### config.mk
export PLATFORM = sky130hd
export DESIGN_NAME = lru_recent_list_unit_flat
export DESIGN_NICKNAME = d
export VERILOG_FILES = /design/src/design/lru_pkg.sv /design/src/design/lru_cmd_if.sv /design/src/design/lru_rsp_if.sv /design/src/design/lru_cell.sv /design/src/design/lru_recent_list_unit.sv /design/src/flat_wrapper.sv
export SDC_FILE = /design/constraint.sdc
export NUM_CORES = 1
export LEC_CHECK = 0
export ABC_AREA = 1
export BUFFER_PORTS_ARGS = -buffer_cell sky130_fd_sc_hd__buf_2
export CAP_MARGIN = 10
export CELL_PAD_IN_SITES_DETAIL_PLACEMENT = 0
export CELL_PAD_IN_SITES_GLOBAL_PLACEMENT = 1
export CORE_MARGIN = 5
export CORE_UTILIZATION = 30
export CTS_BUF_LIST = sky130_fd_sc_hd__clkbuf_4
export CTS_CLUSTER_SIZE = 16
export DETAILED_ROUTE_END_ITERATION = 8
export PLACE_DENSITY = 0.63
export SLEW_MARGIN = 20
export SYNTH_ARGS = -nofsm -noshare
export SYNTH_HDL_FRONTEND = slang
export SYNTH_SLANG_ARGS = --single-unit
### constraint.sdc
create_clock -name clk -period 10.2 [get_ports clk]
set_input_delay 1.02 -clock clk [delete_from_list [all_inputs] [get_ports clk]]
set_output_delay 1.02 -clock clk [all_outputs]
set_load 0.02 [all_outputs]
### src/design/lru_pkg.sv
// ----------------------------------------------------------------------------
// lru_pkg
// Shared widths, status codes and cell control types for the recency list.
// ----------------------------------------------------------------------------
package lru_pkg;

  localparam int MAX_ENTRIES_DEF = 8;
  localparam int KEY_W           = 32;
  localparam int PAY_W           = 32;
  localparam int CNT_W           = 4;
  localparam int STAT_W          = 3;

  localparam logic [CNT_W-1:0] CAP_RESET = 4'd6;

  localparam logic ACT_TOUCH = 1'b0;
  localparam logic ACT_SNAP  = 1'b1;

  localparam logic [STAT_W-1:0] ST_HIT       = 3'd0;
  localparam logic [STAT_W-1:0] ST_INSERT    = 3'd1;
  localparam logic [STAT_W-1:0] ST_EVICT     = 3'd2;
  localparam logic [STAT_W-1:0] ST_EMPTY_KEY = 3'd3;
  localparam logic [STAT_W-1:0] ST_DISABLED  = 3'd4;
  localparam logic [STAT_W-1:0] ST_SNAP      = 3'd5;

  localparam logic [1:0] CELL_HOLD = 2'd0;
  localparam logic [1:0] CELL_PREV = 2'd1;
  localparam logic [1:0] CELL_NEXT = 2'd2;
  localparam logic [1:0] CELL_WRAP = 2'd3;

  typedef struct packed {
    logic [1:0]       op;
    logic [KEY_W-1:0] probe_key;
  } cell_ctl_t;

endpackage

### src/design/lru_cmd_if.sv
// ----------------------------------------------------------------------------
// lru_cmd_if
// Command channel: touch or snapshot request with key and payload.
// ----------------------------------------------------------------------------
interface lru_cmd_if;
  import lru_pkg::*;

  logic             valid;
  logic             ready;
  logic             action;
  logic [KEY_W-1:0] item_key;
  logic [PAY_W-1:0] item_payload;

  modport source (output valid, output action, output item_key, output item_payload,
                  input ready);
  modport sink (input valid, input action, input item_key, input item_payload,
                output ready);
endinterface

### src/design/lru_rsp_if.sv
// ----------------------------------------------------------------------------
// lru_rsp_if
// Response channel: one beat per touch, one per entry on a snapshot (one if empty).
// ----------------------------------------------------------------------------
interface lru_rsp_if;
  import lru_pkg::*;

  logic              valid;
  logic              ready;
  logic [STAT_W-1:0] status;
  logic              entry_valid;
  logic [KEY_W-1:0]  entry_key;
  logic [PAY_W-1:0]  entry_payload;
  logic [CNT_W-1:0]  occupancy;
  logic              last;

  modport source (output valid, output status, output entry_valid, output entry_key,
                  output entry_payload, output occupancy, output last, input ready);
  modport sink (input valid, input status, input entry_valid, input entry_key,
                input entry_payload, input occupancy, input last, output ready);
endinterface

### src/design/lru_cell.sv
// ----------------------------------------------------------------------------
// lru_cell
// One list position: holds a record, compares its key against the probe and
// takes its record from the newer neighbor, the older neighbor or the head.
// ----------------------------------------------------------------------------
module lru_cell (
  input  logic                      clk,
  input  lru_pkg::cell_ctl_t        ctl,
  input  logic [lru_pkg::KEY_W-1:0] prev_key,
  input  logic [lru_pkg::PAY_W-1:0] prev_payload,
  input  logic [lru_pkg::KEY_W-1:0] next_key,
  input  logic [lru_pkg::PAY_W-1:0] next_payload,
  input  logic [lru_pkg::KEY_W-1:0] wrap_key,
  input  logic [lru_pkg::PAY_W-1:0] wrap_payload,
  output logic [lru_pkg::KEY_W-1:0] key,
  output logic [lru_pkg::PAY_W-1:0] payload,
  output logic                      match
);
  import lru_pkg::*;

  always_ff @(posedge clk) begin
    unique case (ctl.op)
      CELL_HOLD: begin
      end
      CELL_PREV: begin
        key     <= prev_key;
        payload <= prev_payload;
      end
      CELL_NEXT: begin
        key     <= next_key;
        payload <= next_payload;
      end
      CELL_WRAP: begin
        key     <= wrap_key;
        payload <= wrap_payload;
      end
    endcase
  end

  assign match = (key == ctl.probe_key);

endmodule

### src/design/lru_recent_list_unit.sv
// ----------------------------------------------------------------------------
// lru_recent_list_unit
// Most-recently-used list of keyed records held in a chain of cells, newest
// in cell 0. Touches match all cells at once; snapshots rotate the chain.
// ----------------------------------------------------------------------------
//  channel  | dir | beat contents
//  cmd      | in  | action, item_key, item_payload
//  rsp      | out | status, entry_valid, entry_key, entry_payload, occupancy, last
//  wr_en    | in  | wr_data = list_capacity, written on any edge with wr_en high, rst low
//
//  Touches are accepted back to back while rsp drains.
//  A snapshot returns one beat per record, one rotation of the chain per beat,
//  or one empty beat; cmd is held off until the last beat has been loaded.
//  Reset clears the record count and sets the capacity to 6; cells are not
//  cleared. A stall on rsp holds the output register and backs up cmd.
// ----------------------------------------------------------------------------
module lru_recent_list_unit #(
  parameter int MAX_ENTRIES = lru_pkg::MAX_ENTRIES_DEF
) (
  input  logic                      clk,
  input  logic                      rst,
  lru_cmd_if.sink                   cmd,
  lru_rsp_if.source                 rsp,
  input  logic                      wr_en,
  input  logic [lru_pkg::CNT_W-1:0] wr_data
);
  import lru_pkg::*;

  localparam int POS_W = (MAX_ENTRIES > 1) ? $clog2(MAX_ENTRIES) : 1;
  localparam int LIM_W = (POS_W > CNT_W) ? POS_W : CNT_W;

  logic [CNT_W-1:0]  list_capacity;
  logic [CNT_W-1:0]  cnt;
  logic [CNT_W-1:0]  cnt_next;
  logic              busy;
  logic [CNT_W-1:0]  left;

  logic              o_valid;
  logic [STAT_W-1:0] o_status;
  logic              o_entry_valid;
  logic [KEY_W-1:0]  o_key;
  logic [PAY_W-1:0]  o_pay;
  logic [CNT_W-1:0]  o_occ;
  logic              o_last;

  logic              load;
  logic [STAT_W-1:0] n_status;
  logic              n_entry_valid;
  logic [KEY_W-1:0]  n_key;
  logic [PAY_W-1:0]  n_pay;
  logic              n_last;

  logic [KEY_W-1:0]  cell_key [MAX_ENTRIES];
  logic [PAY_W-1:0]  cell_pay [MAX_ENTRIES];
  logic              cell_match [MAX_ENTRIES];
  cell_ctl_t         cell_ctl [MAX_ENTRIES];

  logic              out_free, take, touch_ok, snap_take, rotate_en;
  logic              hit_any;
  logic [POS_W-1:0]  hit_pos;
  logic [LIM_W-1:0]  shift_lim;
  logic [CNT_W-1:0]  eff_cap, wr_cap;
  logic [KEY_W-1:0]  evict_key;

  assign out_free  = !o_valid || rsp.ready;
  assign cmd.ready = !busy && out_free;
  assign take      = cmd.valid && cmd.ready;

  assign eff_cap = (32'(list_capacity) > MAX_ENTRIES) ? CNT_W'(MAX_ENTRIES) : list_capacity;
  assign wr_cap  = (32'(wr_data) > MAX_ENTRIES) ? CNT_W'(MAX_ENTRIES) : wr_data;

  assign touch_ok  = take && (cmd.action == ACT_TOUCH) && (cmd.item_key != '0)
                     && (eff_cap != '0);
  assign snap_take = take && (cmd.action == ACT_SNAP) && (cnt != '0);
  assign rotate_en = snap_take || (busy && out_free);

  always_comb begin
    hit_any   = 1'b0;
    hit_pos   = '0;
    evict_key = '0;
    for (int i = 0; i < MAX_ENTRIES; i++) begin
      if (cell_match[i] && (i < 32'(cnt))) begin
        hit_any = 1'b1;
        hit_pos = hit_pos | POS_W'(i);
      end
      if (i + 1 == 32'(cnt)) begin
        evict_key = cell_key[i];
      end
    end
  end

  always_comb begin
    priority if (hit_any) begin
      shift_lim = LIM_W'(hit_pos);
    end else if (cnt < eff_cap) begin
      shift_lim = LIM_W'(cnt);
    end else begin
      shift_lim = LIM_W'(cnt - 1'b1);
    end
  end

  always_comb begin
    for (int i = 0; i < MAX_ENTRIES; i++) begin
      cell_ctl[i].probe_key = cmd.item_key;
      cell_ctl[i].op        = CELL_HOLD;
      if (rotate_en) begin
        if (i + 1 < 32'(cnt)) begin
          cell_ctl[i].op = CELL_NEXT;
        end else if (i + 1 == 32'(cnt)) begin
          cell_ctl[i].op = CELL_WRAP;
        end
      end else if (touch_ok && (i <= 32'(shift_lim))) begin
        cell_ctl[i].op = CELL_PREV;
      end
    end
  end

  for (genvar g = 0; g < MAX_ENTRIES; g++) begin : g_cell
    logic [KEY_W-1:0] pk, nk;
    logic [PAY_W-1:0] pp, np;
    if (g == 0) begin : g_head
      assign pk = cmd.item_key;
      assign pp = cmd.item_payload;
    end else begin : g_body
      assign pk = cell_key[g-1];
      assign pp = cell_pay[g-1];
    end
    if (g == MAX_ENTRIES - 1) begin : g_tail
      assign nk = cell_key[g];
      assign np = cell_pay[g];
    end else begin : g_inner
      assign nk = cell_key[g+1];
      assign np = cell_pay[g+1];
    end
    lru_cell u_cell (
      .clk          (clk),
      .ctl          (cell_ctl[g]),
      .prev_key     (pk),
      .prev_payload (pp),
      .next_key     (nk),
      .next_payload (np),
      .wrap_key     (cell_key[0]),
      .wrap_payload (cell_pay[0]),
      .key          (cell_key[g]),
      .payload      (cell_pay[g]),
      .match        (cell_match[g])
    );
  end

  always_comb begin
    cnt_next = cnt;
    if (wr_en) begin
      cnt_next = (cnt > wr_cap) ? wr_cap : cnt;
    end else if (touch_ok && !hit_any && (cnt < eff_cap)) begin
      cnt_next = cnt + 1'b1;
    end
  end

  always_comb begin
    load          = 1'b0;
    n_status      = ST_SNAP;
    n_entry_valid = 1'b0;
    n_key         = '0;
    n_pay         = '0;
    n_last        = 1'b1;
    if (take) begin
      load = 1'b1;
      priority if (cmd.action == ACT_SNAP) begin
        n_status = ST_SNAP;
        if (cnt != '0) begin
          n_entry_valid = 1'b1;
          n_key         = cell_key[0];
          n_pay         = cell_pay[0];
          n_last        = (cnt == CNT_W'(1));
        end
      end else if (cmd.item_key == '0) begin
        n_status = ST_EMPTY_KEY;
      end else if (eff_cap == '0) begin
        n_status = ST_DISABLED;
      end else if (hit_any) begin
        n_status = ST_HIT;
      end else if (cnt < eff_cap) begin
        n_status = ST_INSERT;
      end else begin
        n_status = ST_EVICT;
        n_key    = evict_key;
      end
    end else if (busy && out_free) begin
      load          = 1'b1;
      n_status      = ST_SNAP;
      n_entry_valid = 1'b1;
      n_key         = cell_key[0];
      n_pay         = cell_pay[0];
      n_last        = (left == CNT_W'(1));
    end
  end

  always_ff @(posedge clk) begin
    if (rst) begin
      list_capacity <= CAP_RESET;
      cnt           <= '0;
      busy          <= 1'b0;
      left          <= '0;
      o_valid       <= 1'b0;
    end else begin
      if (wr_en) begin
        list_capacity <= wr_data;
      end
      cnt <= cnt_next;
      if (snap_take && (cnt != CNT_W'(1))) begin
        busy <= 1'b1;
        left <= cnt - 1'b1;
      end else if (busy && out_free) begin
        left <= left - 1'b1;
        if (left == CNT_W'(1)) begin
          busy <= 1'b0;
        end
      end
      if (load) begin
        o_valid <= 1'b1;
      end else if (rsp.ready) begin
        o_valid <= 1'b0;
      end
    end
  end

  always_ff @(posedge clk) begin
    if (load) begin
      o_status      <= n_status;
      o_entry_valid <= n_entry_valid;
      o_key         <= n_key;
      o_pay         <= n_pay;
      o_occ         <= cnt_next;
      o_last        <= n_last;
    end
  end

  assign rsp.valid         = o_valid;
  assign rsp.status        = o_status;
  assign rsp.entry_valid   = o_entry_valid;
  assign rsp.entry_key     = o_key;
  assign rsp.entry_payload = o_pay;
  assign rsp.occupancy     = o_occ;
  assign rsp.last          = o_last;

endmodule

### src/flat_wrapper.sv
// flat-port wrapper written by rule: the top's interface ports become plain ports
module lru_recent_list_unit_flat import lru_pkg::*;
#(
  parameter int MAX_ENTRIES = lru_pkg::MAX_ENTRIES_DEF
)
  (clk, rst, wr_en, wr_data, cmd_valid, cmd_action, cmd_item_key, cmd_item_payload, cmd_ready, rsp_valid, rsp_status, rsp_entry_valid, rsp_entry_key, rsp_entry_payload, rsp_occupancy, rsp_last, rsp_ready);
  lru_cmd_if cmd_i ();
  lru_rsp_if rsp_i ();
  input  logic clk;
  input  logic rst;
  input  logic wr_en;
  input  logic [lru_pkg::CNT_W-1:0] wr_data;
  input wire logic [$bits(cmd_i.valid)-1:0] cmd_valid;
  input wire logic [$bits(cmd_i.action)-1:0] cmd_action;
  input wire logic [$bits(cmd_i.item_key)-1:0] cmd_item_key;
  input wire logic [$bits(cmd_i.item_payload)-1:0] cmd_item_payload;
  output wire logic [$bits(cmd_i.ready)-1:0] cmd_ready;
  output wire logic [$bits(rsp_i.valid)-1:0] rsp_valid;
  output wire logic [$bits(rsp_i.status)-1:0] rsp_status;
  output wire logic [$bits(rsp_i.entry_valid)-1:0] rsp_entry_valid;
  output wire logic [$bits(rsp_i.entry_key)-1:0] rsp_entry_key;
  output wire logic [$bits(rsp_i.entry_payload)-1:0] rsp_entry_payload;
  output wire logic [$bits(rsp_i.occupancy)-1:0] rsp_occupancy;
  output wire logic [$bits(rsp_i.last)-1:0] rsp_last;
  input wire logic [$bits(rsp_i.ready)-1:0] rsp_ready;
  assign cmd_i.valid = cmd_valid;
  assign cmd_i.action = cmd_action;
  assign cmd_i.item_key = cmd_item_key;
  assign cmd_i.item_payload = cmd_item_payload;
  assign cmd_ready = cmd_i.ready;
  assign rsp_valid = rsp_i.valid;
  assign rsp_status = rsp_i.status;
  assign rsp_entry_valid = rsp_i.entry_valid;
  assign rsp_entry_key = rsp_i.entry_key;
  assign rsp_entry_payload = rsp_i.entry_payload;
  assign rsp_occupancy = rsp_i.occupancy;
  assign rsp_last = rsp_i.last;
  assign rsp_i.ready = rsp_ready;
  lru_recent_list_unit #(.MAX_ENTRIES(MAX_ENTRIES)) u_core (.clk(clk), .rst(rst), .cmd(cmd_i), .rsp(rsp_i), .wr_en(wr_en), .wr_data(wr_data));
endmodule
==> run summary <==
Final hold vios: 0
Post-Place Worst Slack: 4.43 ns
Status: completed
Worst Skew: 0.0983 ns
Largest net degree at the start of global routing: 82
Clk buf depth: 3
Fmax: 172 MHz
# H-tree levels: 4
Most frequent cells in the layout: nand2_1, edfxtp_1, inv_1
Cell Area, Placed: 36000 um^2
Final Power: 7.20 mW
Die height: 347 um
Vias/cell: 5.48
ANT nets after route: 0
TritonCTS buffer count: 175
Final slew viol count: 0
DRT Pass-1 Iters: 6
CTS tree: done
Reg2reg path depth: 13
GRT Overall Usage: 23.1%
Area Growth Syn to Fin: 12.4%
Routability cong.: 0.926
CTS Sinks: 599
Crit path kind: reg -> reg
Initial antenna violation count: 8
Pleak: 15.3 nW
Cts repair resizes: 0
Final instance area: 38300 um^2
Share of synthesized flip-flops with an asynchronous set or reset: 0%
Commonest non-fill, non-tap cell in the layout: nand2_1
Vias in the first global route: 30.2k
Worst skew pair latency: 1.13 ns
Root Driver: clkbuf_4
Post-route setup TNS: 0 ns
CP startpoint: u_core.cnt[1]$_SDFF_PP0_
GR peak layer: met2
Synthesized area: 34000 um^2
Max Cap Viol: 0
Layout cells sized above 1: 13.8%
Peak VDD IR: 0.0948 mV
FF-to-FF setup slack: 4.40 ns
Routed len/inst: 25.6 um
# port buffers: 148
Post-route insts no fill: 5608
RR Startpoint: u_core.cnt[1]$_SDFF_PP0_
Final worst slack: 4.40 ns
Met2 usage: 37.0%
Yosys reg bits: 599
Hold-fix buffers, CTS: 0
Initial Util: 30.2%
Ports: 149
Met3 usage: 4.42%
Hold crit path type: in -> reg
Synthesized net count: 3923
EDFF count, synth: 585
# DRC: 0
Die width: 347 um
Fin nets: 4054
Ys flop type: edfxtp_1
Worst endpoint required time: 10.88 ns
1st-iter DRT viols: 3399
Row cnt: 123
Vias: 30.8k
Worst Setup EP: u_core.g_cell[2].u_cell.key[6]$_DFFE_PP_
Post-CTS Setup Repair Bufs: 0
Placed instance count: 5288
Final setup violating endpoints: 0
Post-synthesis sequential area ratio: 52.4%
Final Critical Period: 5.80 ns
Filler instances: 11.9k
Global-route wire length before repair: 208000 um
Yosys cell types: 46
Fin crit share: 56.9%
CP max FO: 50
Syn Area/Cell: 8.88 um^2
Syn Inst Count: 3834
Met1 Resource Use GR: 30.9%
Worst-path clk slew: 0.06 ns
Max transition margin: 20.6%
DP HPWL: 89000 um
CP Launch Type: flip-flop
CP Capture Type: flip-flop
Reg2reg end: u_core.g_cell[2].u_cell.key[6]$_DFFE_PP_
Die area: 120000 um^2
Power Density: 188 nW/um^2
Yosys warning count: 0
Core Box Area: 113000 um^2
Slew of the pin with the lowest slew margin: 1.18 ns
Grt total ovfl: 0
Detailed Route WL: 144000 um
Unrepaired setup endpoints after global routing: no
WP data arrival: 6.48 ns
registers in the layout, indices dropped and copies added, names as in the netlist, 3 cells and up:
name                          cells
u_core.g_cell.u_cell.payload    256
u_core.rsp.occupancy              4
u_core.g_cell.u_cell.key        256
u_core.cnt                        4
u_core.rsp.entry_payload         32
u_core.rsp.entry_key             32
u_core.left                       4
u_core.list_capacity              4
u_core.rsp.status                 3
report_power, final:
group,total (mW),switching (mW),internal (mW)
Sequential,3.33,0.207,3.12
Clock,2.36,1.19,1.17
Combinational,1.51,1.09,0.420
Total,7.20,2.49,4.71
worst min path at each step:
stage,from,to,slack (ns),cells after the start
3_5_place_dp,u_core.list_capacity[1]$_SDFFE_PP1P_,u_core.list_capacity[1]$_SDFFE_PP1P_,0.48,2
5_1_grt,cmd_item_payload[9],u_core.g_cell[0].u_cell.payload[9]$_DFFE_PP_,0.09,2
3_3_place_gp,u_core.list_capacity[1]$_SDFFE_PP1P_,u_core.list_capacity[1]$_SDFFE_PP1P_,0.48,2
6_report,wr_data[2],u_core.list_capacity[2]$_SDFFE_PP1P_,0.18,3
2_1_floorplan,u_core.list_capacity[2]$_SDFFE_PP1P_,u_core.list_capacity[2]$_SDFFE_PP1P_,0.45,2
4_1_cts,wr_data[2],u_core.list_capacity[2]$_SDFFE_PP1P_,0.04,3
worst max-delay path, cell delays in order, from the launching register on:
cell and delay, ns:
dfxtp_1 0.68, inv_1 0.22, ha_1 0.36, nand2_1 0.32
nand3_1 0.14, inv_1 0.11, nor2_4 0.03, buf_4 0.37
nor2_4 0.20, clkinv_2 0.55, nand2_1 1.08, inv_2 0.11
nand3_4 0.29, buf_4 0.87
layer usage:
| metal | vias up | part of all wire [%] | wire, um |
|---|---|---|---|
| li1 | 13800 | - | - |
| met1 | 15100 | 42 | 61000 |
| met2 | 1559 | 46 | 65800 |
| met3 | 321 | 7.8 | 11200 |
| met4 | 2 | 4.1 | 5870 |
| met5 | - | 0.014 | 20 |
through the flow:
| stage | hold WS, ns | util (%) |
|---|---|---|
| CTS | 0.0416 | 34.0 |
| global placement | 0.476 | 31.9 |
| global route | 0.0865 | 34.0 |
| floorplan | 0.452 | - |
| finish | 0.184 | 34.0 |
| detailed placement | 0.479 | 32.0 |
final cells by class:
class	instances	area [um^2]	share of cell area, %
diodes	9	22.5	0.0588
inverters	396	1500	3.91
flip-flops and latches	599	17800	46.6
well taps	1500	1880	4.90
repair buffers	194	1110	2.89
clock buffers	257	1930	5.04
clock inverters	54	303	0.791
multi-input cells	2599	13700	35.8
kinds of logic after synthesis:
logic type | count (synthesis) | share of synthesized area (%)
flops | 599 | 52.4
compound gates | 732 | 14.6
fa+ha+maj | 15 | 0.551
buf+inv | 636 | 7.87
mux | 19 | 0.629
simple gates | 1711 | 20.8
xor+xnor | 122 | 3.14
synthesized netlist by cell type (18+ instances only):
cell type	instances	area [um^2]
nand2_1	1158	4350
nand3_1	159	796
buf_2	31	155
nor2_1	228	856
o21ai_0	264	1320
inv_1	361	1360
o211ai_1	63	473
clkbuf_1	132	495
xnor2_1	60	526
o21ai_1	29	145
buf_4	32	240
nor3_1	18	90.1
mux2_2	19	214
xor2_1	62	543
a21oi_1	63	315
buf_1	28	105
inv_2	31	116
nand4_1	113	707
o221ai_1	297	2600
edfxtp_1	585	17600
Note: power is estimated with default switching activity, not from simulation.
